File: config.mk
export PLATFORM = sky130hd
export DESIGN_NAME = soc_lane
export DESIGN_NICKNAME = d
export VERILOG_FILES = /design/src/design/assert_macros.svh /design/src/design/soc_pkg.sv /design/src/design/soc_lane.sv
export SDC_FILE = /design/constraint.sdc
export NUM_CORES = 2
export LEC_CHECK = 0
export ABC_AREA = 1
export BUFFER_PORTS_ARGS = -buffer_cell sky130_fd_sc_hd__buf_2
export CAP_MARGIN = 20
export CORE_AREA = 5 5 246 248
export DETAILED_ROUTE_END_ITERATION = 8
export DIE_AREA = 0 0 251 253
export MAX_ROUTING_LAYER = met4
export PLACE_DENSITY = 0.76
export SLEW_MARGIN = 15
export SYNTH_ARGS = -nofsm -noshare
export SYNTH_HDL_FRONTEND = slang
export SYNTH_SLANG_ARGS = --single-unit
File: constraint.sdc
create_clock -name clk -period 7.7 [get_ports clk]
set_clock_uncertainty 0.2 [all_clocks]
set_input_delay 0.77 -clock clk [delete_from_list [all_inputs] [get_ports clk]]
set_output_delay 0.77 -clock clk [all_outputs]
set_load 0.1 [all_outputs]
File: src/design/assert_macros.svh
// Assertion helpers used by the RTL.
`ifndef ASSERT_MACROS_SVH
`define ASSERT_MACROS_SVH

// Same-cycle implication, disabled during reset.
`define ASSERT_IMPL(label, clk, rst, lhs, rhs, msg) \
  label: assert property (@(posedge clk) disable iff (rst) (lhs) |-> (rhs)) else $error(msg);

// Next-cycle implication, disabled during reset.
`define ASSERT_NEXT(label, clk, rst, lhs, rhs, msg) \
  label: assert property (@(posedge clk) disable iff (rst) (lhs) |=> (rhs)) else $error(msg);

`endif

File: src/design/soc_pkg.sv
// ----------------------------------------------------------------------------
// soc_pkg
// Types, fixed-point constants and coefficient tables of the observer/controller.
// ----------------------------------------------------------------------------
package soc_pkg;

  localparam int DATA_W      = 32;
  localparam int FRAC_BITS   = 16;
  localparam int STATE_COUNT = 4;
  localparam int MEAS_COUNT  = 2;
  localparam int TERM_COUNT  = STATE_COUNT + MEAS_COUNT;
  localparam int COEF_W      = FRAC_BITS + 8;
  localparam int PROD_W      = COEF_W + DATA_W;
  localparam int ACC_W       = PROD_W - FRAC_BITS + 3;
  localparam int STATE_IDX_W = $clog2(STATE_COUNT);
  localparam int LANE_CNT_W  = $clog2(TERM_COUNT + 1);
  localparam int MERGE_CNT_W = $clog2(STATE_COUNT + 1);

  typedef logic signed [DATA_W-1:0] data_t;
  typedef logic signed [COEF_W-1:0] coef_t;
  typedef logic signed [PROD_W-1:0] prod_t;
  typedef logic signed [ACC_W-1:0]  acc_t;

  typedef struct packed {
    data_t meas_first;
    data_t meas_second;
  } meas_word_t;

  typedef struct packed {
    data_t command;
    data_t est_zero;
    data_t est_one;
    data_t est_two;
    data_t est_three;
  } result_word_t;

  typedef struct packed {
    logic clr;
    logic mul_en;
  } lane_ctrl_t;

  typedef struct packed {
    logic busy;
    logic done;
  } merge_stat_t;

  typedef enum logic [2:0] {
    ST_IDLE,
    ST_MAC,
    ST_SAT,
    ST_MERGE,
    ST_HOLD
  } state_t;

  // round(n / 10000 * 2^FRAC_BITS), ties away from zero
  function automatic coef_t cq(input longint n);
    longint one;
    longint mag;
    one = longint'(1) << FRAC_BITS;
    if (n >= 0) begin
      mag = (n * one + 5000) / 10000;
      return COEF_W'(mag);
    end
    mag = ((-n) * one + 5000) / 10000;
    return COEF_W'(-mag);
  endfunction

  localparam longint DEC_AB [STATE_COUNT][TERM_COUNT] = '{
    '{  6300,   -1206,    -8,    86,  3658,  1200 },
    '{  -953,    6935,   107,    12,  9930,  3070 },
    '{ -2896,  -19184, 11306,  2351, 10887, 20141 },
    '{ -39680, -17733, -1546,  7222, 31377, 16599 }
  };

  localparam longint DEC_C [STATE_COUNT] = '{ 803092, -96237, -141215, 236260 };

  function automatic coef_t coef_ab(input int k, input int j);
    return cq(DEC_AB[k][j]);
  endfunction

  function automatic coef_t coef_c(input int k);
    return cq(DEC_C[k]);
  endfunction

  localparam acc_t SAT_HI = {{(ACC_W-DATA_W+1){1'b0}}, {(DATA_W-1){1'b1}}};
  localparam acc_t SAT_LO = {{(ACC_W-DATA_W+1){1'b1}}, {(DATA_W-1){1'b0}}};

  function automatic data_t sat_data(input acc_t v);
    if (v > SAT_HI) return SAT_HI[DATA_W-1:0];
    if (v < SAT_LO) return SAT_LO[DATA_W-1:0];
    return v[DATA_W-1:0];
  endfunction

  // floor(product / 2^FRAC_BITS), widened to the accumulator
  function automatic acc_t scale_prod(input prod_t p);
    return ACC_W'($signed(p[PROD_W-1:FRAC_BITS]));
  endfunction

endpackage

File: src/design/soc_lane.sv
// ----------------------------------------------------------------------------
// soc_lane
// One state row: multiply-accumulate over A row and B row, saturated result.
// ----------------------------------------------------------------------------
module soc_lane import soc_pkg::*; (
  input  logic       clk,
  input  logic       rst,
  input  lane_ctrl_t ctrl,
  input  coef_t      coef,
  input  data_t      operand,
  output data_t      est
);

  prod_t prod;
  logic  prod_valid;
  acc_t  acc;

  always_ff @(posedge clk) begin
    if (rst) begin
      prod_valid <= 1'b0;
    end else begin
      prod_valid <= ctrl.mul_en && !ctrl.clr;
    end
  end

  always_ff @(posedge clk) begin
    prod <= coef * operand;
    if (ctrl.clr) begin
      acc <= '0;
    end else if (prod_valid) begin
      acc <= acc + scale_prod(prod);
    end
  end

  assign est = sat_data(acc);

endmodule

* Yosys cells after proc, flatten, opt, wreduce, memory -nomap -nowiden *
Index checks and enable logic that the tools add are counted.

operators by class
  add/sub/neg operators = 1
  multiply operators = 1
  magnitude comparators = 2
  multiplexer cells = 7
  reduce and logical (&&, ||, !) cells = 2

operators with widths
  operator                                                                number
  32-bit two-way mux                                                      4
  24-bit by 32-bit multiplier with 56-bit output                          1
  43-bit by 40-bit adder with 43-bit output                               1
  43-bit by 32-bit > comparator with 1-bit output, second input constant  1
  43-bit by 32-bit < comparator with 1-bit output, second input constant  1
  1-bit two-way mux                                                       3
  1-bit logical AND                                                       1
  1-bit zero test                                                         1

storage, ports and cells
  register bits after elaboration = 100
  input bits = 60
  output and inout bits = 32
  word-level logic and storage cells = 16

* Logic depth before layout (Yosys ltp) *
  depth in word-level cells = 5
  mapped depth = 29
  mapped depth without buffers = 28

* Worst setup path before layout *
No wires, ideal clock.

  path kind = input to register
  start point = input port operand[31]
  end point = register prod[51]
  setup time = 112 ps
  data arrival time = 6441 ps
  required time = 7388 ps
  setup slack = 947 ps
  stages on the path = 24
  buffers on the path = 1
  path through = clkbuf_1 -> nand2_1 -> inv_1 -> fa_1 -> inv_1 -> fa_1 -> inv_1 -> fa_1 -> inv_1 -> fa_1 -> fa_1 -> fa_1 -> fa_1 -> inv_1 -> ha_1 -> inv_1 -> o21bai_1 -> a21oi_1 -> o21ai_0 -> a21o_1 -> a21oi_1 -> nand2_1 -> nand2_1 -> nand2_1

between the ends
  cells in the longest elaborated chain, start to end = 1

ends and longest elaborated chain
  what                                            line            RTL
  start, declared                                 soc_lane.sv:10  input data_t operand,
  24-bit by 32-bit multiplier with 56-bit output  soc_lane.sv:27  prod <= coef * operand;
  end signal, assigned                            soc_lane.sv:27
  end, declared                                   soc_lane.sv:14  prod_t prod;

No other way between the ends.
A chain may end at the register's enable or synchronous reset.

* Worst setup path after layout *
  start point = input port coef[7]
  end point = register prod[25]

between the ends
  cells in the longest elaborated chain, start to end = 1

ends and longest elaborated chain
  what                                            line            RTL
  start, declared                                 soc_lane.sv:9   input coef_t coef,
  24-bit by 32-bit multiplier with 56-bit output  soc_lane.sv:27

No other way between the ends.

==> metrics.yaml <==
status: "finished, final reports clean"
crit_top_cell: "fa_1"
numCtsBuffers: 9
cts_root_buf: "clkbuf_16"
dieWidth_um: 251
preCtsSetupSlack_ns: 0.05609
final_area_sq_mm: 0.03615
synthArstFlopShare_pct: 0
crit_fanout: 22
postSynthAreaPerCell_sq_um: 7.377
finalHoldViolCount: 0
fill_cells: 5266
seq_area_sq_mm: 0.001682
antenna_found_initial: 2
cts_max_path_buffers: 2
placed_area_sq_mm: 0.03586
grt_first_pass_wirelength_um: 159400
num_io_pins: 92
max_slew_margin_pct: 33.88
drt_wl_total_um: 96930
clock-sinks: 84
start_kind: "input pin"
viasPerCell: 5.228
wl_per_cell_um: 17.73
layout_setup_ws_ns: 0.2655
layout_min_cycle_time_ns: 7.435
drive_gt1_share_pct: 4.540
syn_inst: 4654
critical_path.cell_chain: "buf_2 -> buf_4 -> nand2_1 -> inv_1 -> fa_1 -> fa_1 -> inv_1 -> fa_1 -> fa_1 -> inv_1 -> fa_1 -> fa_1 -> inv_1 -> fa_1 -> inv_1 -> ha_1 -> nand2_1 -> nor2_1 -> nand2_1 -> nor4_1 -> a21o_1 -> xor2_1"
final_nets: 5718
rows: 89
vias: 28580
fmax_ghz: 0.1345
ys_seq_area_share_pct: 4.898
overflow: 0
cp_top_family: "adder cells"
path_clk_slew_ns: 0.07
synth_nets: 5685
grt_pass1_vias: 30720
clock_latency_ns: 0.36
areaGrowthSynthToFinish_pct: 5.299
synth_cell_type_count: 36
ctsResizeCount: 0
firstDrtPassIters: 9
core_area_sq_mm: 0.05824
grt_max_degree: 51
crit_arrival_ns: 7.46
dp_hpwl_um: 82510
portBuffers: 91
start_util_pct: 58.95
cts_tree: "built"
setup_tns_ns: 0
rsz0062_at_grt: "no"
hold_buffers: 0
worst_slew_pin_slew_ns: 0.9907
ant_nets: 0
track_usage_pct: 32.45
drc: 0
synth_edf_count: 0
ys_ff_latch: 84
die_h_um: 253
crit_path_top_delay_cell: "nor4_1"
ys.flop_type: "dfxtp_1"
min_path_type: "flip-flop to flip-flop"
cts_setup_buffers: 0
die_area_sq_mm: 0.06350
critPathKind: "input pin to flip-flop"
required_ns: 7.73
multi_input_area_sq_mm: 0.02667
drv_slew: 0
max_cap_violations: 0
end_kind: "flip-flop"
finalSetupViolCount: 0
routabilityCongestion: 1.011
drt_iter0_markers: 2186
cp.buffers_inverters: 7
holdWs_ns: 0.3163
crit_path_max_incr_delay_ns: 0.64
h-tree-depth: 3
finalCritPeriodShare_pct: 96.55
synth_area_sq_mm: 0.03433
synth-warning-count: 0
## synthesized netlist by cell type, types with 17 or more instances
| library cell | instances | area share [%] |
|---|---|---|
| fa_1 | 783 | 46 |
| nand2_1 | 1218 | 13 |
| nor2_1 | 241 | 2.6 |
| o21bai_1 | 21 | 0.46 |
| nand4_1 | 17 | 0.31 |
| inv_1 | 1436 | 16 |
| nand3_1 | 103 | 1.5 |
| o21ai_0 | 80 | 1.2 |
| ha_1 | 188 | 6.9 |
| xor2_1 | 43 | 1.1 |
| a21oi_1 | 182 | 2.7 |
| clkbuf_1 | 156 | 1.7 |
| dfxtp_1 | 84 | 4.9 |
## worst min-delay path, cell delays in order (launching register included)
cell      delay [ns]
dfxtp_1         0.33
nor2_1          0.09
a211oi_1        0.05
## cell type report
cell class	count	share of cell area (%)
multi-input combinational	2977	73.77
inverter	1436	14.91
sequential	84	4.652
timing repair buffer	179	3.191
tap	773	2.675
clock buffer	9	0.6230
clock inverter	7	0.1592
antenna	2	0.01384
## per-layer routing
metal	part of all wire, %	global-route usage (%)	up-vias
li1	-	-	13210
met1	40	41.42	13810
met2	47	53.23	1229
met3	7.8	4.468	333
met4	4.9	12.57	0
met5	0	-	-
## state kept, by name (all words and copies together) (netlist names)
| signal | count |
|---|---|
| prod_valid | 1 |
| prod | 40 |
| acc | 43 |
## path summary, 6_finish.rpt
kind / from / end / slack [ns] / cells after the start
setup / recovery: coef[7] / prod[25] / 0.27 / 22
hold / removal: acc[1] / acc[1] / 0.32 / 2
setup reg to reg: acc[0] / acc[24] / 4.76 / 15
hold reg to reg: acc[1] / acc[1] / 0.32 / 2
## metrics by stage
step	std cells	util, %
2_1_floorplan	4654	-
3_3_place_gp	5449	61.58
3_5_place_dp	5449	61.58
4_1_cts	5465	62.06
5_1_grt	5467	62.07
6_report	5467	62.07
## logic make-up after synthesis
kind of cell	Yosys count	share of synthesized area [%]
AO/OA/AOI/OAI	324	5.121
XOR/XNOR	57	1.454
adder cells (fa/ha/maj)	971	52.51
buffers and inverters	1593	17.42
flip-flops	84	4.898
AND/OR/NAND/NOR	1625	18.60
## placed cells by master, fill, tap and decap left out, types with 17 or more instances in the layout
| cell | n |
|---|---|
| a21oi_1 | 182 |
| xor2_1 | 43 |
| buf_2 | 91 |
| nor2_1 | 241 |
| nand2_1 | 1218 |
| buf_4 | 85 |
| nand4_1 | 17 |
| ha_1 | 188 |
| inv_1 | 1436 |
| o21bai_1 | 21 |
| nand3_1 | 103 |
| o21ai_0 | 80 |
| fa_1 | 783 |
| dfxtp_1 | 84 |
Power is left out: the tool's default activity adds up to more than one toggle a clock period on the data nets, which glitch-free logic cannot reach.
