===== config.mk =====
export PLATFORM = sky130hd
export DESIGN_NAME = soc_merge
export DESIGN_NICKNAME = d
export VERILOG_FILES = /design/src/design/assert_macros.svh /design/src/design/soc_pkg.sv /design/src/design/soc_merge.sv
export SDC_FILE = /design/constraint.sdc
export NUM_CORES = 2
export LEC_CHECK = 0
export ABC_AREA = 0
export BUFFER_PORTS_ARGS = -buffer_cell sky130_fd_sc_hd__buf_4
export CAP_MARGIN = 20
export CELL_PAD_IN_SITES_DETAIL_PLACEMENT = 2
export CELL_PAD_IN_SITES_GLOBAL_PLACEMENT = 2
export CORE_MARGIN = 1
export CORE_UTILIZATION = 42
export CTS_CLUSTER_DIAMETER = 80
export DETAILED_ROUTE_END_ITERATION = 10
export GPL_TIMING_DRIVEN = 1
export PLACE_DENSITY = 0.94
export SLEW_MARGIN = 30
export SYNTH_ARGS = -nofsm -noshare
export SYNTH_HDL_FRONTEND = slang
export SYNTH_SLANG_ARGS = --single-unit

===== constraint.sdc =====
create_clock -name clk -period 11.33 [get_ports clk]
set_clock_uncertainty 0.1 [all_clocks]
set_input_delay 0 -clock clk [delete_from_list [all_inputs] [get_ports clk]]
set_output_delay 0 -clock clk [all_outputs]
set_load 0.005 [all_outputs]

===== src/design/assert_macros.svh =====
// Assertion helpers used by the RTL.
`ifndef ASSERT_MACROS_SVH
`define ASSERT_MACROS_SVH

// Same-cycle implication, disabled during reset.
`define ASSERT_IMPL(label, clk, rst, lhs, rhs, msg) \
  label: assert property (@(posedge clk) disable iff (rst) (lhs) |-> (rhs)) else $error(msg);

// Next-cycle implication, disabled during reset.
`define ASSERT_NEXT(label, clk, rst, lhs, rhs, msg) \
  label: assert property (@(posedge clk) disable iff (rst) (lhs) |=> (rhs)) else $error(msg);

`endif


===== src/design/soc_pkg.sv =====
// ----------------------------------------------------------------------------
// soc_pkg
// Types, fixed-point constants and coefficient tables of the observer/controller.
// ----------------------------------------------------------------------------
package soc_pkg;

  localparam int DATA_W      = 32;
  localparam int FRAC_BITS   = 16;
  localparam int STATE_COUNT = 4;
  localparam int MEAS_COUNT  = 2;
  localparam int TERM_COUNT  = STATE_COUNT + MEAS_COUNT;
  localparam int COEF_W      = FRAC_BITS + 8;
  localparam int PROD_W      = COEF_W + DATA_W;
  localparam int ACC_W       = PROD_W - FRAC_BITS + 3;
  localparam int STATE_IDX_W = $clog2(STATE_COUNT);
  localparam int LANE_CNT_W  = $clog2(TERM_COUNT + 1);
  localparam int MERGE_CNT_W = $clog2(STATE_COUNT + 1);

  typedef logic signed [DATA_W-1:0] data_t;
  typedef logic signed [COEF_W-1:0] coef_t;
  typedef logic signed [PROD_W-1:0] prod_t;
  typedef logic signed [ACC_W-1:0]  acc_t;

  typedef struct packed {
    data_t meas_first;
    data_t meas_second;
  } meas_word_t;

  typedef struct packed {
    data_t command;
    data_t est_zero;
    data_t est_one;
    data_t est_two;
    data_t est_three;
  } result_word_t;

  typedef struct packed {
    logic clr;
    logic mul_en;
  } lane_ctrl_t;

  typedef struct packed {
    logic busy;
    logic done;
  } merge_stat_t;

  typedef enum logic [2:0] {
    ST_IDLE,
    ST_MAC,
    ST_SAT,
    ST_MERGE,
    ST_HOLD
  } state_t;

  // round(n / 10000 * 2^FRAC_BITS), ties away from zero
  function automatic coef_t cq(input longint n);
    longint one;
    longint mag;
    one = longint'(1) << FRAC_BITS;
    if (n >= 0) begin
      mag = (n * one + 5000) / 10000;
      return COEF_W'(mag);
    end
    mag = ((-n) * one + 5000) / 10000;
    return COEF_W'(-mag);
  endfunction

  localparam longint DEC_AB [STATE_COUNT][TERM_COUNT] = '{
    '{  6300,   -1206,    -8,    86,  3658,  1200 },
    '{  -953,    6935,   107,    12,  9930,  3070 },
    '{ -2896,  -19184, 11306,  2351, 10887, 20141 },
    '{ -39680, -17733, -1546,  7222, 31377, 16599 }
  };

  localparam longint DEC_C [STATE_COUNT] = '{ 803092, -96237, -141215, 236260 };

  function automatic coef_t coef_ab(input int k, input int j);
    return cq(DEC_AB[k][j]);
  endfunction

  function automatic coef_t coef_c(input int k);
    return cq(DEC_C[k]);
  endfunction

  localparam acc_t SAT_HI = {{(ACC_W-DATA_W+1){1'b0}}, {(DATA_W-1){1'b1}}};
  localparam acc_t SAT_LO = {{(ACC_W-DATA_W+1){1'b1}}, {(DATA_W-1){1'b0}}};

  function automatic data_t sat_data(input acc_t v);
    if (v > SAT_HI) return SAT_HI[DATA_W-1:0];
    if (v < SAT_LO) return SAT_LO[DATA_W-1:0];
    return v[DATA_W-1:0];
  endfunction

  // floor(product / 2^FRAC_BITS), widened to the accumulator
  function automatic acc_t scale_prod(input prod_t p);
    return ACC_W'($signed(p[PROD_W-1:FRAC_BITS]));
  endfunction

endpackage


===== src/design/soc_merge.sv =====
// ----------------------------------------------------------------------------
// soc_merge
// Combines lane estimates into the command u = C x' on one shared MAC.
// ----------------------------------------------------------------------------
module soc_merge import soc_pkg::*; (
  input  logic        clk,
  input  logic        rst,
  input  logic        start,
  input  data_t       est [STATE_COUNT],
  output merge_stat_t stat,
  output data_t       command
);

  logic [MERGE_CNT_W-1:0] cnt;
  logic                   busy;
  logic                   done;
  logic                   prod_valid;
  prod_t                  prod;
  acc_t                   acc;
  coef_t                  coef;

  always_comb begin
    coef = '0;
    for (int i = 0; i < STATE_COUNT; i++) begin
      if (cnt[STATE_IDX_W-1:0] == STATE_IDX_W'(i)) coef = coef_c(i);
    end
  end

  always_ff @(posedge clk) begin
    if (rst) begin
      busy       <= 1'b0;
      done       <= 1'b0;
      prod_valid <= 1'b0;
      cnt        <= '0;
    end else begin
      done       <= 1'b0;
      prod_valid <= busy && (cnt < MERGE_CNT_W'(STATE_COUNT));
      if (start) begin
        busy <= 1'b1;
        cnt  <= '0;
      end else if (busy) begin
        if (cnt == MERGE_CNT_W'(STATE_COUNT)) begin
          busy <= 1'b0;
          done <= 1'b1;
        end else begin
          cnt <= cnt + 1'b1;
        end
      end
    end
  end

  always_ff @(posedge clk) begin
    prod <= coef * est[cnt[STATE_IDX_W-1:0]];
    if (start) begin
      acc <= '0;
    end else if (prod_valid) begin
      acc <= acc + scale_prod(prod);
    end
  end

  assign stat.busy = busy;
  assign stat.done = done;
  assign command   = sat_data(acc);

endmodule


Word-level counts from Yosys, hierarchy flattened. Cells that the tools add are included.

Reduce and logical (&&, ||, !) cells: 5. $mul: 1. Eq/ne operators: 4. Order comparisons: 4. Add/subtract/negate cells: 2. Mux-type cells: 22. Bitwise logic cells: 3.

Operator list (number): $mux 32 (6); $mux 24 (3); $bmux 32 s2 (1); $mul 24x32->56 (1); $add 43x40->43 (1); $gt 43x32->1 const B (1); $lt 43x32->1 const B (1); $mux 23 (1); $mux 1 (9); $eq 2x2->1 const B (2); $mux 4 (1); $add 3x1->3 const B (1); $eq 3x3->1 const B (1); $ge 3x3->1 const B (1); $lt 3x3->1 const B (1); $not 2->3 (1); $reduce_or 3->1 (1); $eq 2x1->1 const B (1); $logic_not 2->1 (1); $mux 2 (1); $not 1->1 (2); $reduce_and 2->1 (1); $reduce_or 2->1 (1); $logic_and 1x1->1 (1).

Input bits: 131. Register bits: 105. Output and inout bits: 34. Logic and storage cells: 47.

Logic depth before layout (Yosys ltp).
Depth after elaboration: 8. Gate-level depth with buffers: 33. Mapped depth without buffers: 29.

Worst setup path after synthesis. Ideal clock, no wire load.

Path type: register to register. Start point: register cnt[0]. End point: register prod[53]. Clock period less this slack: 8383 ps. Stages on the path, launching flop included: 32. Path slack: 2947 ps. Path buffers: 4. Data required time: 11099 ps. Arrival time: 8152 ps. Library setup time: 131 ps. Path through: dfxtp_1 buf_6 clkbuf_1 inv_1 ha_1 clkbuf_1 buf_1 nand2_1 inv_1 fa_1 inv_1 fa_1 inv_1 fa_1 inv_1 fa_1 inv_1 fa_1 fa_1 inv_1 fa_1 inv_1 ha_1 and4_1 a221oi_1 o22ai_1 a211oi_4 o21ai_2 a31o_4 a211oi_4 o31ai_1 xor2_1.

Longest elaborated chain between the ends: 6. Elaborated cells between the ends (all ways): 13. Those cells by class: mul: 1; eq/ne: 3; mux: 7; bitwise: 1; reduce/logical: 1.

Ends and longest elaborated chain: start, declared (RTL line soc_merge.sv:14) `logic [MERGE_CNT_W-1:0] cnt;`; start signal, assigned (RTL line soc_merge.sv:46) `cnt <= cnt + 1'b1;`; $logic_not 2->1 (RTL line soc_merge.sv:25) `if (cnt[STATE_IDX_W-1:0] == STATE_IDX_W'(i)) coef = coef_c(i);`; $mux 23 (RTL line soc_merge.sv:25); $mux 24 (3 in series) (RTL line soc_merge.sv:25); $mul 24x32->56 (*) (RTL line soc_merge.sv:53) `prod <= coef * est[cnt[STATE_IDX_W-1:0]];`; end signal, assigned (RTL line soc_merge.sv:53); end, declared (RTL line soc_merge.sv:18) `prod_t prod;`.

Every way passes the cells marked *; elsewhere a longest branch is shown, timed or not. The select of a mux whose other input is x is not followed. A chain may end at the register's enable or synchronous reset.

Worst setup path after layout.
Start point: register cnt[1]. End point: register prod[51].

Same word-level chain as after synthesis.

==> results by group <==
Clocking
  • Clk buf depth: 2
  • CTS Buf Count: 9
  • H-Tree Depth: 3
  • Root Driver: clkbuf_16
  • CTS tree: done
  • Reg clk slew, reported paths: 0.08 ns
  • Post-CTS setup buffer count: 0
  • Later-pin clock latency in the skew report: 0.39 ns
  • Num Clock Sinks: 89

Setup path
  • Worst Path Required: 11.55 ns
  • Crit path max-delay family: adder cells
  • Critical path arrival: 11.35 ns
  • Buf+Inv Stages, Crit Path: 5
  • Critical path peak fanout: 31
  • Setup crit start kind: flop
  • Largest stage delay, worst path: approximately 0.90 ns
  • Critical Path End Type: flop
  • Crit Path Class: flop to flop
  • CP most frequent cell: fa_1
  • CP max stage cell: dfxtp_2

STA
  • Post-layout minimum cycle time: 11.13 ns
  • RSZ-0062 raised after global routing: no
  • Finish-stage setup viols: 0
  • Tcrit/Tclk final: 0.982
  • Setup Total Neg Slack: 0 ns
  • Count of pins over their slew limit: 0
  • Maximum clock frequency: 0.0899 GHz
  • Final hold vios: 0
  • Slew Limit Headroom: 0.371
  • Worst slew pin tran: ~0.94 ns

Route
  • Final ANT Viol Nets: 0
  • Vias: 24,800
  • DRT Pass-1 Iters: 7
  • Residual DRC: 0
  • First DRT Iteration DRCs: 1,793
  • Post-DR wirelength/cell: 36.2 um
  • Vias per Instance: 5.95
  • Final WL: around 150 mm

Floorplan
  • Io pins: 165
  • Die width: roughly 270 um
  • Full die area: 72,200 sq um
  • Core ar.: 70,100 sq um
  • Cell Rows: 97
  • Die H: around 270 um
  • Starting Density: 0.426

Synth
  • Mean Syn Cell Area: between 9 and 10 sq um
  • Post-synth EDFFs: 0
  • Post-synthesis cell type count: between 60 and 70
  • Cell count after synthesis: 3,128
  • Total number of yosys warnings: 0
  • Post-Syn Nets: 4,228
  • Post-synth design cell area: 29,900 sq um
  • Seq/Total Area, Yosys: 0.0597
  • Synth Register Bits: 89
  • Ys flop type: dfxtp_1
  • Async set-reset flop share out of synthesis: 0

Global route
  • First-pass GRT wire length: ~220 mm
  • Vias in the first global route: around 31,000
  • Antenna violations before repair: 10
  • Overflow after GRT: 0
  • Global Route Usage Sum: 0.437
  • Largest net degree at the start of global routing: 64

Job
  • Max-cap violations: 0

Placement
  • Gp weighted congestion: 0.926
  • Placed cell areas: 32,000 sq um
  • Port bufs: between 150 and 200
  • Dpl hpwl: 124 mm

Cells and area
  • Area growth syn-to-layout: 8.69%
  • Layout cells sized above 1: 0.0840
  • Design area: 32,500 sq um
  • Fin nets: 4,324

Hold path
  • Worst Hold Class: input port to flop

Outcome
  • Outcome: finished, final reports clean
cell usage after synthesis (6+ instances only):
master | n | area [sq um]
a211oi_1 | 9 | 67.6
a21o_1 | 39 | 293
a21oi_1 | 82 | 410
a31oi_1 | 7 | 43.8
and2_1 | 100 | 626
and3_1 | 11 | 68.8
buf_1 | 8 | 30.0
clkbuf_1 | 81 | 304
dfxtp_1 | 89 | 1780
fa_1 | 707 | 14200
ha_1 | 262 | 3280
inv_1 | 932 | 3500
mux2i_1 | 25 | 250
mux4_2 | 32 | 721
nand2_1 | 178 | 668
nand2b_1 | 77 | 482
nand3_1 | 18 | 90.1
nand4_1 | 12 | 75.1
nor2_1 | 112 | 420
nor2b_1 | 45 | 282
nor3_1 | 12 | 60.1
o21a_1 | 41 | 308
o21ai_0 | 41 | 205
o21bai_1 | 19 | 143
o22ai_1 | 6 | 37.5
or2_2 | 16 | 100
xnor2_1 | 57 | 499
xor2_1 | 29 | 254
kinds of logic after synthesis:
kind of cell             after synthesis  share of synthesized area
AO/OA/AOI/OAI                        294                     0.0662
XOR/XNOR                              86                     0.0252
adder cells (fa/ha/maj)              969                      0.584
buffers and inverters               1025                      0.129
flip-flops                            89                     0.0597
multiplexers                          59                     0.0333
AND/OR/NAND/NOR                      606                      0.103
registers in the layout (all words and copies together), names as in the netlist:
register	cells
cnt	3
prod	40
done	1
acc	43
busy	1
prod_valid	1
layer usage:
| metal | part of all wire | up-vias | GRT usage |
|---|---|---|---|
| met2 | 0.49 | 1511 | 0.736 |
| li1 | - | 9487 | - |
| met3 | 0.074 | 986 | 0.142 |
| met4 | 0.13 | 12 | 0.447 |
| met1 | 0.31 | 12800 | 0.408 |
| met5 | 0.00086 | - | 0.00811 |
cell usage in the layout, fill, tap and decap left out, types with 4 or more instances in the layout:
cell / n
nand2_1: 178
nor3_1: 12
o21a_1: 41
o21bai_1: 19
nor4_1: 4
nor2_1: 109
and3_1: 11
a31oi_1: 6
fa_1: 707
a21oi_1: 80
xor2_1: 29
nand3_1: 18
and2_1: 100
inv_1: 932
mux2i_1: 25
nor3b_1: 4
nand2b_1: 77
o2111ai_1: 5
or2_2: 16
dfxtp_1: 86
a221oi_1: 5
mux4_2: 32
a21o_1: 39
nand4_1: 12
nor2b_1: 42
buf_4: 173
o22ai_1: 6
o21ai_0: 40
o211ai_1: 5
a211oi_1: 9
ha_1: 258
clkbuf_16: 9
xnor2_1: 56
path summary, 6_finish.rpt:
kind | slack (ns) | from | end | cells past startpoint
worst max-delay path | 0.20 | cnt[1]$_SDFFE_PP0P_ | prod[51]$_DFF_P_ | 25
worst min-delay path | 0.06 | start | acc[29]$_SDFFE_PP0P_ | 2
worst max register to register | 0.20 | cnt[1]$_SDFFE_PP0P_ | prod[51]$_DFF_P_ | 25
worst min register to register | 0.45 | acc[8]$_SDFFE_PP0P_ | acc[8]$_SDFFE_PP0P_ | 2
through the flow:
stage               setup slack (ns)  hold WS, ns  instances  utilization
CTS                            0.714       0.0559       4167        0.462
global placement                2.05        0.154       4150        0.456
finish                         0.204       0.0601       4171        0.463
floorplan                       2.95      -0.0276       3128            -
detailed placement             0.719        0.177       4151        0.457
global route                  0.0162       0.0780       4169        0.463
cell type report:
type / count / area, sq um
Inverter: 933 / 3500
Tap cell: 940 / 1180
Timing Repair Buffer: 177 / 1350
Clock buffer: 9 / 225
Clock inverter: 6 / 115
Multi-Input combinational cell: 2014 / 24300
Antenna cell: 3 / 7.51
Sequential cell: 89 / 1790
Fill cell: 7530 / 37700
repair_timing:
action	4_1_cts	5_1_grt
hold endpoints to repair	6	0
endpoints found under the setup margin	0	10
hold buffers	1	0
gates resized for setup	0	3
Power is not shown: default switching activity piles up to over one toggle a cycle in this logic, so the estimate is an artifact.
